### src/hw/rtl/cbkl_pkg.sv
// Shared types and codes for the chained bucket key lookup walker.
// Depends on nothing; used by chained_bucket_key_lookup.
package cbkl_pkg;

    // Field widths fixed by the item formats
    localparam int KEY_W    = 64;
    localparam int ADDR_W   = 48;
    localparam int LEN_W    = 16;
    localparam int CNT32_W  = 32;
    localparam int KIND_W   = 2;

    // Configuration port
    localparam int CFG_IDX_W  = 2;
    localparam int CFG_DATA_W = 48;

    localparam logic [CFG_IDX_W-1:0] CFG_REGION_OFFSET = 2'd0;
    localparam logic [CFG_IDX_W-1:0] CFG_SLOT_COUNT    = 2'd1;
    localparam logic [CFG_IDX_W-1:0] CFG_BUCKET_COUNT  = 2'd2;

    // Result kinds
    localparam logic [KIND_W-1:0] KIND_READ  = 2'd0;
    localparam logic [KIND_W-1:0] KIND_FOUND = 2'd1;
    localparam logic [KIND_W-1:0] KIND_MISS  = 2'd2;

    // Input commands
    localparam logic CMD_LOOKUP = 1'b0;
    localparam logic CMD_SLOT   = 1'b1;

    typedef struct packed {
        logic              cmd;
        logic [KEY_W-1:0]  key_id;
        logic [KEY_W-1:0]  slot_key;
        logic [ADDR_W-1:0] slot_value_offset;
        logic [LEN_W-1:0]  slot_value_size;
    } t_in_item;

    typedef struct packed {
        logic [KIND_W-1:0] result_kind;
        logic [ADDR_W-1:0] address;
        logic [LEN_W-1:0]  length;
    } t_out_item;

endpackage

### src/hw/rtl/chained_bucket_key_lookup.sv
// Top level of the chained bucket key lookup walker.
// Depends on cbkl_pkg for item types, result kinds and register indexes.
//
// Usage:
//   Command channel: an item is taken at a clock edge with i_start high and
//   o_busy low. A lookup item (cmd 0) carries the key; slot items (cmd 1)
//   deliver the slots of the last requested bucket, link slot last.
//   Result channel: o_strobe marks one cycle holding o_result (bucket read
//   request, found with value address and size, or not found). The receiver
//   cannot stall; each result is shown for exactly one cycle.
//   Config channel: i_cfg_valid / o_cfg_ready with i_cfg_index and
//   i_cfg_data; o_cfg_ready is always high. Write only while idle.
// Sequence:
//   A lookup gets its home bucket remainder from a restoring divider that
//   retires one key bit per cycle, then passes the shared address multiplier
//   and the final add. A slot item that needs an address goes through the
//   slot check, the multiplier and the final add; one that gives not found
//   skips the multiplier, and one with no result ends after the slot check.
//   o_busy is high throughout, so the block handles one item at a time.
// Reset:
//   Synchronous, active low. Clears the walk state and sets the registers
//   to region offset 0, slot count 0, bucket count 1.
module chained_bucket_key_lookup #(
    parameter int WAYS       = 8,
    parameter int SLOT_BYTES = 16
) (
    input  logic                                i_clk,
    input  logic                                i_rst_n,
    // command channel
    input  logic                                i_start,
    output logic                                o_busy,
    input  cbkl_pkg::t_in_item                  i_item,
    // result channel
    output logic                                o_strobe,
    output cbkl_pkg::t_out_item                 o_result,
    // configuration channel
    input  logic                                i_cfg_valid,
    output logic                                o_cfg_ready,
    input  logic [cbkl_pkg::CFG_IDX_W-1:0]      i_cfg_index,
    input  logic [cbkl_pkg::CFG_DATA_W-1:0]     i_cfg_data
);

    localparam int SPAN   = WAYS * SLOT_BYTES;
    localparam int K_W    = $clog2(SPAN + 1);
    localparam int POS_W  = $clog2(WAYS);
    localparam int CNT_W  = $clog2(cbkl_pkg::KEY_W);
    localparam int ADDR_W = cbkl_pkg::ADDR_W;
    localparam int C32_W  = cbkl_pkg::CNT32_W;

    localparam logic [K_W-1:0]   K_SPAN  = K_W'(SPAN);
    localparam logic [K_W-1:0]   K_SLOT  = K_W'(SLOT_BYTES);
    localparam logic [POS_W-1:0] POS_LAST = POS_W'(WAYS - 1);
    localparam logic [CNT_W-1:0] CNT_LAST = CNT_W'(cbkl_pkg::KEY_W - 1);

    // sequencer states
    localparam logic [2:0] ST_IDLE = 3'd0;
    localparam logic [2:0] ST_DIV  = 3'd1;
    localparam logic [2:0] ST_SLOT = 3'd2;
    localparam logic [2:0] ST_MUL  = 3'd3;
    localparam logic [2:0] ST_EMIT = 3'd4;

    // control state
    logic [2:0]       r_state, n_state;
    logic             r_walk, n_walk;
    logic             r_skip, n_skip;
    logic [POS_W-1:0] r_pos, n_pos;
    logic [CNT_W-1:0] r_cnt, n_cnt;
    logic             r_strobe, n_strobe;

    // configuration registers
    logic [ADDR_W-1:0] r_region;
    logic [C32_W-1:0]  r_slot_count;
    logic [C32_W-1:0]  r_bucket_count;

    // payload registers
    logic [cbkl_pkg::KEY_W-1:0]  r_sought, n_sought;
    cbkl_pkg::t_in_item          r_item, n_item;
    logic [cbkl_pkg::KEY_W-1:0]  r_div_key, n_div_key;
    logic [C32_W-1:0]            r_rem, n_rem;
    logic [ADDR_W-1:0]           r_mul_a, n_mul_a;
    logic [K_W-1:0]              r_mul_k, n_mul_k;
    logic [ADDR_W-1:0]           r_prod, n_prod;
    logic [ADDR_W-1:0]           r_voff, n_voff;
    logic [cbkl_pkg::LEN_W-1:0]  r_len, n_len;
    logic [cbkl_pkg::KIND_W-1:0] r_kind, n_kind;
    cbkl_pkg::t_out_item         r_result, n_result;

    // divider step and address sum
    logic [C32_W:0]    div_trial;
    logic [C32_W:0]    div_diff;
    logic [C32_W-1:0]  div_rem;
    logic [ADDR_W-1:0] addr_sum;
    logic              slot_last;
    logic              accept;

    assign accept      = i_start && (r_state == ST_IDLE);
    assign o_busy      = (r_state != ST_IDLE);
    assign o_strobe    = r_strobe;
    assign o_result    = r_result;
    assign o_cfg_ready = 1'b1;

    // one restoring division step: shift in next key bit, subtract if it fits
    assign div_trial = {r_rem, r_div_key[cbkl_pkg::KEY_W-1]};
    assign div_diff  = div_trial - {1'b0, r_bucket_count};
    assign div_rem   = (div_trial >= {1'b0, r_bucket_count}) ? div_diff[C32_W-1:0]
                                                             : div_trial[C32_W-1:0];

    assign addr_sum  = r_region + r_prod + r_voff;
    assign slot_last = (r_pos == POS_LAST);

    // next-state logic
    always_comb begin
        n_state   = r_state;
        n_walk    = r_walk;
        n_skip    = r_skip;
        n_pos     = r_pos;
        n_cnt     = r_cnt;
        n_strobe  = 1'b0;
        n_sought  = r_sought;
        n_item    = r_item;
        n_div_key = r_div_key;
        n_rem     = r_rem;
        n_mul_a   = r_mul_a;
        n_mul_k   = r_mul_k;
        n_prod    = r_prod;
        n_voff    = r_voff;
        n_len     = r_len;
        n_kind    = r_kind;
        n_result  = r_result;

        case (r_state)
            ST_IDLE: begin
                if (accept) begin
                    n_item = i_item;
                    if (i_item.cmd == cbkl_pkg::CMD_LOOKUP) begin
                        // new lookup abandons any walk in progress
                        n_sought  = i_item.key_id;
                        n_div_key = i_item.key_id;
                        n_rem     = '0;
                        n_cnt     = '0;
                        n_pos     = '0;
                        n_walk    = 1'b1;
                        n_skip    = 1'b0;
                        n_state   = ST_DIV;
                    end else if (r_walk) begin
                        n_state = ST_SLOT;
                    end
                end
            end

            ST_DIV: begin
                n_rem     = div_rem;
                n_div_key = {r_div_key[cbkl_pkg::KEY_W-2:0], 1'b0};
                n_cnt     = r_cnt + 1'b1;
                if (r_cnt == CNT_LAST) begin
                    // zero bucket count maps every key to bucket 0
                    n_mul_a = (r_bucket_count == '0) ? '0 : ADDR_W'(div_rem);
                    n_mul_k = K_SPAN;
                    n_voff  = '0;
                    n_len   = cbkl_pkg::LEN_W'(SPAN);
                    n_kind  = cbkl_pkg::KIND_READ;
                    n_state = ST_MUL;
                end
            end

            ST_SLOT: begin
                n_state = ST_IDLE;
                if (r_skip) begin
                    // draining after a match; link slot ends the walk
                    if (slot_last) begin
                        n_walk = 1'b0;
                        n_skip = 1'b0;
                        n_pos  = '0;
                    end else begin
                        n_pos = r_pos + 1'b1;
                    end
                end else if (!slot_last) begin
                    n_pos = r_pos + 1'b1;
                    if (r_item.slot_key == r_sought) begin
                        n_skip = 1'b1;
                        if (r_sought == '0) begin
                            n_kind  = cbkl_pkg::KIND_MISS;
                            n_state = ST_EMIT;
                        end else begin
                            n_mul_a = ADDR_W'(r_slot_count);
                            n_mul_k = K_SLOT;
                            n_voff  = r_item.slot_value_offset;
                            n_len   = r_item.slot_value_size;
                            n_kind  = cbkl_pkg::KIND_FOUND;
                            n_state = ST_MUL;
                        end
                    end
                end else begin
                    // link slot: end of chain or next bucket
                    n_pos = '0;
                    if (r_item.slot_key == '0) begin
                        n_walk  = 1'b0;
                        n_kind  = cbkl_pkg::KIND_MISS;
                        n_state = ST_EMIT;
                    end else begin
                        n_mul_a = r_item.slot_key[ADDR_W-1:0];
                        n_mul_k = K_SPAN;
                        n_voff  = '0;
                        n_len   = cbkl_pkg::LEN_W'(SPAN);
                        n_kind  = cbkl_pkg::KIND_READ;
                        n_state = ST_MUL;
                    end
                end
            end

            // shared address multiplier, low bits only since addresses wrap
            ST_MUL: begin
                n_prod  = ADDR_W'(r_mul_a * ADDR_W'(r_mul_k));
                n_state = ST_EMIT;
            end

            ST_EMIT: begin
                n_strobe             = 1'b1;
                n_result.result_kind = r_kind;
                if (r_kind == cbkl_pkg::KIND_MISS) begin
                    n_result.address = '0;
                    n_result.length  = '0;
                end else begin
                    n_result.address = addr_sum;
                    n_result.length  = r_len;
                end
                n_state = ST_IDLE;
            end

            default: begin
                n_state = ST_IDLE;
            end
        endcase
    end

    // control registers
    always_ff @(posedge i_clk) begin
        if (!i_rst_n) begin
            r_state  <= ST_IDLE;
            r_walk   <= 1'b0;
            r_skip   <= 1'b0;
            r_pos    <= '0;
            r_cnt    <= '0;
            r_strobe <= 1'b0;
            r_sought <= '0;
        end else begin
            r_state  <= n_state;
            r_walk   <= n_walk;
            r_skip   <= n_skip;
            r_pos    <= n_pos;
            r_cnt    <= n_cnt;
            r_strobe <= n_strobe;
            r_sought <= n_sought;
        end
    end

    // configuration registers; unknown indexes are dropped
    always_ff @(posedge i_clk) begin
        if (!i_rst_n) begin
            r_region       <= '0;
            r_slot_count   <= '0;
            r_bucket_count <= C32_W'(1);
        end else if (i_cfg_valid && o_cfg_ready) begin
            case (i_cfg_index)
                cbkl_pkg::CFG_REGION_OFFSET: r_region       <= i_cfg_data[ADDR_W-1:0];
                cbkl_pkg::CFG_SLOT_COUNT:    r_slot_count   <= i_cfg_data[C32_W-1:0];
                cbkl_pkg::CFG_BUCKET_COUNT:  r_bucket_count <= i_cfg_data[C32_W-1:0];
                default: begin
                end
            endcase
        end
    end

    // datapath registers
    always_ff @(posedge i_clk) begin
        r_item    <= n_item;
        r_div_key <= n_div_key;
        r_rem     <= n_rem;
        r_mul_a   <= n_mul_a;
        r_mul_k   <= n_mul_k;
        r_prod    <= n_prod;
        r_voff    <= n_voff;
        r_len     <= n_len;
        r_kind    <= n_kind;
        r_result  <= n_result;
    end

endmodule
### config.mk
export PLATFORM = sky130hd
export DESIGN_NAME = chained_bucket_key_lookup
export DESIGN_NICKNAME = d
export VERILOG_FILES = /design/src/hw/rtl/cbkl_pkg.sv /design/src/hw/rtl/chained_bucket_key_lookup.sv
export SDC_FILE = /design/constraint.sdc
export NUM_CORES = 1
export LEC_CHECK = 0
export ABC_AREA = 1
export BUFFER_PORTS_ARGS = -buffer_cell sky130_fd_sc_hd__buf_2
export CAP_MARGIN = 20
export CELL_PAD_IN_SITES_DETAIL_PLACEMENT = 1
export CELL_PAD_IN_SITES_GLOBAL_PLACEMENT = 2
export CORE_MARGIN = 4
export CORE_UTILIZATION = 40
export CTS_CLUSTER_SIZE = 14
export DETAILED_ROUTE_END_ITERATION = 6
export PLACE_DENSITY = 0.85
export SETUP_SLACK_MARGIN = 0.4
export SLEW_MARGIN = 20
export SYNTH_ARGS = -nofsm -noshare
export SYNTH_HDL_FRONTEND = slang
export SYNTH_SLANG_ARGS = --single-unit
### constraint.sdc
create_clock -name i_clk -period 18.4 [get_ports i_clk]
set_input_delay 2.76 -clock i_clk [delete_from_list [all_inputs] [get_ports i_clk]]
set_output_delay 2.76 -clock i_clk [all_outputs]
set_load 0.01 [all_outputs]
; Yosys cells after proc, flatten, opt, wreduce, memory -nomap -nowiden
; Cells that the tools add are included.
[op_classes]
n_reduce_logical = 21
add_sub_neg = 5
multipliers = 1
n_bitwise = 1
eq_ne = 20
order_cmp = 1
n_mux = 75
[op_table]
columns = op, n
row1 = 48-bit 2-to-1 mux, 12
row2 = 48-bit one-hot mux with 2 select lines, 2
row3 = 64-bit zero test, 2
row4 = 32-bit 2-to-1 mux, 4
row5 = 64-bit 2-to-1 mux, 2
row6 = 64-bit one-hot mux with 2 select lines, 1
row7 = 48-bit adder, 2
row8 = 16-bit 2-to-1 mux, 6
row9 = 64-bit == test, 1
row10 = 32-bit one-hot mux with 2 select lines, 1
row11 = 48-bit by 8-bit multiplier with 48-bit output, 1
row12 = 8-bit 2-to-1 mux, 6
row13 = 3-bit 2-to-1 mux, 12
row14 = 33-bit by 32-bit greater-or-equal comparator with 1-bit output, 1
row15 = 32-bit zero test, 1
row16 = 16-bit one-hot mux with 2 select lines, 1
row17 = 32-bit subtractor, 1
row18 = 8-bit one-hot mux with 2 select lines, 1
row19 = 3-bit != test (second input constant), 5
row20 = 1-bit 2-to-1 mux, 13
row21 = 2-bit 2-to-1 mux, 6
row22 = 6-bit 2-to-1 mux, 2
row23 = 3-bit one-hot mux with 4 select lines, 1
row24 = 6-bit one-hot mux with 2 select lines, 1
row25 = other kinds (23), 39
[word_totals]
inputBits = 247
out_inout_bits = 69
register_bits = 651
elab_cells = 148

; Depth between registers and ports, before layout
; Gate-level depths: netlist (run 1).
[depth]
depth_word = 6
mapped_depth = 23
ltp_nobuf = 21

; Worst setup path after synthesis (run 1)
; OpenSTA, ideal clock, no wires.
[synth_timing]
path_type = flip-flop to flip-flop
start = reg r_state[0]
end = reg r_len[0] (netlist bit) (enable)
stages_incl_launch_ff = 7
arrival_time_ns = 9.418
slack_ns = 8.226
synth_period_minus_slack_ns = 10.174
t_required_ns = 17.645
setup_ns = 0.755
path_cell_list = dfxtp_1 -> inv_1 -> nor3_1 -> inv_1 -> buf_2 -> buf_2 -> a221oi_1
[synth_via]
elab_chain_len = 3
elab_cells_between_ends = 9
[synth_lines]
columns = item, line_no
row1 = from (decl), chained_bucket_key_lookup.sv:63  ; logic [2:0] r_state, n_state;
row2 = from (signal assigned), chained_bucket_key_lookup.sv:247  ; r_state <= n_state;
row3 = 3-bit by 2-bit == test with 1-bit output or 3-bit by 1-bit == test with 1-bit output (tied branches), chained_bucket_key_lookup.sv:131  ; case (r_state)
row4 = "3-bit != test (no source line), or another cell as far along", n/a
row5 = 6-bit AND reduction (no source line) (*), n/a
row6 = to (signal assigned), chained_bucket_key_lookup.sv:283  ; r_len <= n_len;
row7 = to (decl), chained_bucket_key_lookup.sv:84  ; logic [cbkl_pkg::LEN_W-1:0] r_len, n_len;
; Every way passes the cells marked *; elsewhere a longest branch is shown, timed or not.
; A chain may end at the register's enable or synchronous reset.

; Final worst setup path (run 1)
[layout_timing]
start = in i_start
end = reg r_cnt[4]
[layout_via]
elab_chain_len = 3
[layout_lines]
columns = item, line_no
row1 = from (decl), chained_bucket_key_lookup.sv:30  ; input logic i_start,
row2 = 1-bit logical AND, chained_bucket_key_lookup.sv:96  ; assign accept = i_start && (r_state == ST_IDLE);
row3 = 2-bit != test (no source line), n/a
row4 = 3-bit AND reduction (no source line), n/a
row5 = to (signal assigned), chained_bucket_key_lookup.sv:251  ; r_cnt <= n_cnt;
row6 = to (decl), chained_bucket_key_lookup.sv:67  ; logic [CNT_W-1:0] r_cnt, n_cnt;
; Every way passes these cells.

==> summary.md, run 1 <==
| Metric | Value |
|---|---|
| Total track usage | 0.2370 |
| Die Width | 302.3 um |
| Initial Util | 0.4049 |
| Post-layout min period | 4.865 ns |
| Max IR drop VDD | 0.1260 mV |
| Grt ovf | 0 |
| Final WL | 108400 um |
| Ports | 316 |
| Hold-fix buffers, CTS | 0 |
| Largest net degree at the start of global routing | 97 |
| Vias in the first global route | 29.70k |
| Post-Synth Simple-Gate Area | 0.1993 |
| Post-synth top cells | nand2_1 (906), nor2_1 (583), edfxtp_1 (446) |
| NumNets Final | 4804 |
| Overall via count from detail_route | 28.22k |
| Setup-failing EPs final | 0 |
| Fin util | 0.4681 |
| Final Wtd Congestion | 0.9170 |
| Synth Area in XOR/XNOR | 0.02225 |
| Main synth FF type | edfxtp_1 |
| Final Hold Fails | 0 |
| Register bit total from synthesis | 637 |
| Outcome | finished, final reports clean |
| Layout cells sized above 1 | 0.1146 |
| Leakage | 0.01794 uW |
| Root buf cell | clkbuf_16 |
| Main combinational cell family by area after synthesis | simple AND/OR/NAND/NOR gates |
| Mux contribution to synthesized area | 0 |
| Slowest cell on crit path | buf_6 |
| Worst hold margin | 0.4654 ns |
| Die height | 302.3 um |
| Start of the worst register-to-register path | r_mul_k[4] |
| Clock latency on the worst-skew pair | 0.64 ns |
| CTS resizes | 0 |
| Dominant cell type by area after synthesis | edfxtp_1 |
| Hold Path Class | reg -> reg |
| Core area | 85550 sq um |
| Dpl cells | 5357 |
| Reg2reg path depth | 20 |
| Clock Sinks | 637 |
| Count of non-filler cells in the finished layout | 5504 |
| Hpwl dp | 84570 um |
| Count leader, synth | nand2_1 |
| Unrepaired setup endpoints after global routing | no |
| Worst EP arrival | 5.43 ns |
| DR pass1 iterations | 5 |
| Synthesized area | 34640 sq um |
| Worst reg2reg endpoint | r_prod[46] |
| Gate count of the mapped netlist | 3987 |
| Worst Skew | 0.03394 ns |
| Setup crit start | i_start |
| Period utilisation layout | 0.2644 |
| Routed Antenna Nets | 0 |
| Inserted Clock Buffers | 75 |
| Critical Path RT | 18.96 ns |
| Routed len/inst | 19.70 um |
| Worst Setup Path Type | in -> reg |
| R2R setup slack | 14.04 ns |
| Vias per inst | 5.126 |
| Initial antenna violation count | 7 |
| Syn nets | 4501 |
| Max_slew headroom | 0.3445 |
| PD cells | 179.1 nW/um^2 |
| Number of synthesis warnings | 0 |
| Synth Area in Adders | 0.1064 |
| Hold Path Origin | r_pos[1] |
| Max Transition Viols Final | 0 |
| Port Buffers | 314 |
| F_max | 205.5 MHz |
| Clock Path Buffers | 3 |
| Synth Area per Inst | 8.687 sq um |
| FP Rows | 107 |
| First-pass GRT wire length | 168300 um |
| Crit path cell chain | buf_2, inv_1, nand2_1, nand2_1, nor2_4, nand2_4, nand2_4, buf_6, nand3_1, nor2_1, o221a_2 |
| Drt drc | 0 |
| Syn-to-layout area delta | 15.62% |
| Yosys cell types | 53 |
| Crit path capture | r_cnt[4] |
| Max stage delay on crit path | 0.62 ns |
| H-tree Lvls | 3 |
| CP Max Fanout | 82 |
| Synth area leaders | edfxtp_1 (39%), dfxtp_1 (11%), nand2_1 (9.8%) |
| Post CTS Setup Buffer Count | 0 |
| Critical path launch point type | input port |
| Seq/Total Area, Yosys | 0.4971 |
| Worst-path clk slew | 0.06 ns |
| Endpoint class of the critical path | register |
| Post-synth EDFFs | 446 |
| Asr flop ratio synth | 0 |
| CTS tree | done |
| Slew @ Worst Pin | 0.9809 ns |
| Starting DRC count in detailed routing | 1497 |
| Die ar. | 91360 sq um |
| Compound-cell area share of the yosys netlist | 0.1140 |
| Post-synth top area share | 0.3867 |
| Max Cap Viol | 0 |
| Final TNS setup | 0 ns |
## layout make-up
| class | count | area [sq um] |
|---|---|---|
| Tap cell | 1144 | 1431 |
| Inverter | 430 | 1615 |
| Clock buffer | 102 | 2091 |
| Antenna cell | 7 | 17.52 |
| Multi-Input combinational cell | 2807 | 15380 |
| Fill cell | 10209 | 45500 |
| Timing Repair Buffer | 339 | 1765 |
| Sequential cell | 637 | 17220 |
| Clock inverter | 38 | 528.0 |
## cells by family (layout without fill, tap and decap cells)
logic type,count (synthesis),count (layout)
buffers and inverters,543,909
XOR/XNOR,88,88
AO/OA/AOI/OAI,732,732
other,1,8
adder cells (fa/ha/maj),267,267
AND/OR/NAND/NOR,1719,1719
flip-flops,637,637
## placed cells by master, fill, tap and decap left out, drive strengths merged, types with 3 or more instances in the layout
master,instances
or2,13
clkbuf,102
edfxtp,446
nor4,11
clkinvlp,3
o21bai,14
nand4,23
o21ai,316
a22oi,32
a21oi,304
xor2,55
buf,339
diode,7
nand3,113
inv,432
o211ai,9
fa,46
ha,221
a21o,17
a31oi,9
xnor2,33
nand3b,13
o21a,16
a211oi,3
nor3,35
clkinv,25
nor2,587
dfxtp,191
bufinv,8
nand2,920
## registers in the layout (all words and copies together) (netlist names), 2 cells and up
name and flops:
r_item 128, o_result 66, r_div_key 64, r_sought 64, r_region 48, r_voff 48, r_mul_a 44, r_prod 44
r_bucket_count 32, r_rem 32, r_slot_count 32, r_len 16, r_cnt 6, r_pos 3, r_state 3, r_kind 2
r_mul_k 2
## worst min path at each step
stage                to  slack (ns)  cells after the start
2_1_floorplan  o_strobe        0.42                      1
3_3_place_gp   r_pos[2]        0.45                      2
3_5_place_dp   r_pos[1]        0.46                      2
4_1_cts        r_pos[1]        0.47                      2
5_1_grt        r_cnt[0]        0.50                      1
6_report       r_pos[1]        0.47                      2
## worst max-delay path, delay by kind of cell
kind,cells,cell delay [ns]
buffers and inverters,3,0.77
AND/OR/NAND/NOR,7,1.63
AO/OA/AOI/OAI,1,0.19
## per-stage QoR
step / cell area (sq um) / total power, uW / setup slack (ns)
after floorplan: 34640 / 4639 / 8.226
after global routing: 40030 / 7784 / 13.25
final: 40040 / 7172 / 13.53
after detailed placement: 37400 / 5621 / 12.60
after global placement: 37400 / 5568 / 12.74
after CTS: 40020 / 7252 / 13.18
## report_power, final
| part | switching (uW) | internal [uW] | total [uW] | leakage, uW |
|---|---|---|---|---|
| logic | 2240 | 1010 | 3250 | 0.0109 |
| registers | 198 | 2160 | 2360 | 0.00579 |
| clock network | 642 | 925 | 1570 | 0.00127 |
## layer usage
| metal | vias up | global-route usage | part of all wire |
|---|---|---|---|
| met5 | - | 0 | 0.00031 |
| met4 | 4 | 0.06430 | 0.027 |
| met3 | 149 | 0.03237 | 0.046 |
| met2 | 534 | 0.4049 | 0.48 |
| met1 | 13646 | 0.3170 | 0.45 |
| li1 | 13883 | - | - |
Note: power is estimated with default switching activity, not from simulation.
==> run 2: changes to the inputs <==
--- a/config.mk
+++ b/config.mk
@@ -5,16 +5,16 @@
 export SDC_FILE = /design/constraint.sdc
 export NUM_CORES = 1
 export LEC_CHECK = 0
-export ABC_AREA = 1
+export ABC_AREA = 0
 export BUFFER_PORTS_ARGS = -buffer_cell sky130_fd_sc_hd__buf_2
 export CAP_MARGIN = 20
 export CELL_PAD_IN_SITES_DETAIL_PLACEMENT = 1
 export CELL_PAD_IN_SITES_GLOBAL_PLACEMENT = 2
 export CORE_MARGIN = 4
-export CORE_UTILIZATION = 40
+export CORE_UTILIZATION = 39
 export CTS_CLUSTER_SIZE = 14
 export DETAILED_ROUTE_END_ITERATION = 6
-export PLACE_DENSITY = 0.85
+export PLACE_DENSITY = 0.79
 export SETUP_SLACK_MARGIN = 0.4
 export SLEW_MARGIN = 20
 export SYNTH_ARGS = -nofsm -noshare
==> constraint.sdc (replaced) <==
create_clock -name i_clk -period 4.95 [get_ports i_clk]
set_input_delay 0.7425 -clock i_clk [delete_from_list [all_inputs] [get_ports i_clk]]
set_output_delay 0.7425 -clock i_clk [all_outputs]
set_load 0.01 [all_outputs]
==> run 2 against run 1 <==
Clock power grew to 3.5 times the previous value; global-route usage shrank 1.0 points; sequential cell count is the same; critical path depth grew 7; utilization shrank 1.1 points; cell area shrank 2.6%; worst hold slack lost 0.19 ns; critical endpoint is now r_prod[44]; largest power group unchanged.
==> summary.md, run 2 <==
| Metric | Value |
|---|---|
| Seq/Total Area, Yosys | 0.5122 |
| FP Rows | 107 |
| R2R setup slack | 0.53 ns |
| CP delay by family, top | simple AND/OR/NAND/NOR gates |
| Vias in the first global route | 26.34k |
| DR pass1 iterations | 5 |
| Reg with most FFs | r_item |
| Max stage delay on crit path | 0.49 ns |
| Max FFs per register | 128 |
| Syn-to-layout area delta | 16.01% |
| Most frequent cells in the layout | nand2_1 (660), edfxtp_1 (446), buf_2 (313) |
| Dominant cell type by area after synthesis | edfxtp_1 |
| Clock Path Buffers | 3 |
| Compound-cell area share of the yosys netlist | 0.1252 |
| PD cells | 576.0 nW/um^2 |
| Synth area leaders | edfxtp_1 (40%), dfxtp_1 (11%), ha_1 (8.2%) |
| Syn nets | 3692 |
| Dpl cells | 4513 |
| Post-synth top area share | 0.3985 |
| Die ar. | 90950 sq um |
| Asr flop ratio synth | 0 |
| NumNets Final | 3962 |
| H-tree Lvls | 3 |
| Die height | 301.6 um |
| Ports | 316 |
| Initial antenna violation count | 10 |
| Most common cell after layout, fill and taps aside | nand2_1 |
| Core area | 85280 sq um |
| Overall via count from detail_route | 25.13k |
| Clock Sinks | 637 |
| Leakage | 0.01577 uW |
| Initial Util | 0.3941 |
| Mux contribution to synthesized area | 0.01459 |
| Worst EP arrival | 4.78 ns |
| Max Transition Viols Final | 0 |
| Yosys cell types | 78 |
| Final Hold Fails | 0 |
| Vias per inst | 5.395 |
| Post-Synth Simple-Gate Area | 0.1620 |
| Clock latency on the worst-skew pair | 0.64 ns |
| Final WL | 105100 um |
| Max IR drop VDD | 0.2990 mV |
| Total track usage | 0.2267 |
| First-pass GRT wire length | 158900 um |
| Post-synth top cells | nand2_1 (663), edfxtp_1 (446), ha_1 (221) |
| Slew @ Worst Pin | 0.8877 ns |
| Max_slew headroom | 0.4082 |
| Routed len/inst | 22.56 um |
| Synthesized area | 33610 sq um |
| Main synth FF type | edfxtp_1 |
| Layout cells sized above 1 | 0.1471 |
| Routed Antenna Nets | 0 |
| Worst Setup Path Type | reg -> reg |
| Period utilisation layout | 0.8938 |
| Count of non-filler cells in the finished layout | 4658 |
| Setup-failing EPs final | 0 |
| Final Wtd Congestion | 0.8792 |
| Register bit total from synthesis | 637 |
| Crit path cell chain | and2_1, buf_4, and3_1, ha_1, ha_4, ha_4, a21o_1, a21o_1, a21o_1, o311ai_2, buf_4, a211oi_1, buf_4, nor2_2, nor3_1, or4_1, a31oi_1, xnor2_1 |
| Max Cap Viol | 0 |
| Gate count of the mapped netlist | 3178 |
| Synth Area in Adders | 0.1097 |
| Hold Path Class | in -> reg |
| Count leader, synth | nand2_1 |
| Post-layout min period | 4.424 ns |
| Endpoint class of the critical path | register |
| Drt drc | 0 |
| Synth Area per Inst | 10.58 sq um |
| CTS tree | done |
| Main combinational cell family by area after synthesis | simple AND/OR/NAND/NOR gates |
| Starting DRC count in detailed routing | 1757 |
| Worst-path clk slew | 0.06 ns |
| Synth Area in XOR/XNOR | 0.05029 |
| Root buf cell | clkbuf_16 |
| Critical path launch point type | register |
| Number of synthesis warnings | 0 |
| Slowest cell on crit path | or4_1 |
| Largest net degree at the start of global routing | 120 |
| Hpwl dp | 79200 um |
| Port Buffers | 314 |
| Worst Skew | 0.03366 ns |
| Buf+Inv Stages, Crit Path | 3 |
| Worst hold margin | 0.2802 ns |
| Post-synth EDFFs | 446 |
| Unrepaired setup endpoints after global routing | no |
| Inserted Clock Buffers | 74 |
| Critical Path RT | 5.31 ns |
| Die Width | 301.6 um |
| Grt ovf | 0 |
| Outcome | finished, final reports clean |
| CP Max Fanout | 18 |
| F_max | 226.0 MHz |
==> run 2: worst register-to-register path, stage by stage, from the launching register on <==
cell,delay [ns]
edfxtp_1,0.44
and2_1,0.19
buf_4,0.18
and3_1,0.21
ha_1,0.32
ha_4,0.27
ha_4,0.27
a21o_1,0.18
a21o_1,0.17
a21o_1,0.20
o311ai_2,0.28
buf_4,0.18
a211oi_1,0.07
buf_4,0.16
nor2_2,0.15
nor3_1,0.09
or4_1,0.49
a31oi_1,0.22
xnor2_1,0.08
==> run 2: cell type report <==
type | count | area (sq um)
Multi-Input combinational cell | 2315 | 15690
Clock inverter | 40 | 420.4
Sequential cell | 637 | 17220
Antenna cell | 5 | 12.51
Timing Repair Buffer | 355 | 1973
Clock buffer | 97 | 2011
Tap cell | 1144 | 1431
Fill cell | 9397 | 46290
Inverter | 65 | 244.0
==> run 2: repair_timing <==
| action | 4_1_cts | 5_1_grt |
|---|---|---|
| setup endpoints to repair | 0 | 6 |
| hold buffers | 0 | 0 |
| hold endpoints to repair | 0 | 0 |
| gates resized for setup | 0 | 19 |
| setup buffers | 0 | 2 |
==> run 2: cell families after synthesis <==
group / after synthesis
adder cells (fa/ha/maj): 267
buffers and inverters: 226
flip-flops: 637
AND/OR/NAND/NOR: 1192
multiplexers: 49
XOR/XNOR: 193
other: 1
AO/OA/AOI/OAI: 613
==> run 2: power by group <==
part / switching (uW) / leakage (uW) / internal (uW)
sequential: 698 / 0.00576 / 7380
combinational: 5540 / 0.00884 / 3350
clock: 2320 / 0.00118 / 3160
total: 8560 / 0.0158 / 13900
==> run 2: routing by layer <==
metal | share of wire | track usage | up-vias
li1 | - | - | 11864
met1 | 0.45 | 0.3104 | 12517
met3 | 0.052 | 0.03887 | 165
met5 | 0 | 0 | -
met2 | 0.46 | 0.3675 | 583
met4 | 0.033 | 0.07222 | 0
==> run 2: metrics by stage <==
step	setup WS, ns	total power (uW)	area, sq um	setup TNS (ns)	util
floorplan	-0.4623	14070	33640	-50.85	-
global route	0.3686	23920	38990	0	0.4572
CTS	0.4377	22540	38850	0	0.4556
global placement	0.5329	16690	36410	0	0.4270
finish	0.5257	22460	38990	0	0.4573
detailed placement	0.4537	16900	36420	0	0.4271
==> run 2: path summary, 6_finish.rpt <==
check / startpoint / endpoint / depth (start not counted)
max: r_mul_k[7] / r_prod[44] / 18
min: i_item[81] / r_item[81] / 1
max reg2reg: r_mul_k[7] / r_prod[44] / 18
min reg2reg: r_slot_count[25] / r_slot_count[25] / 2
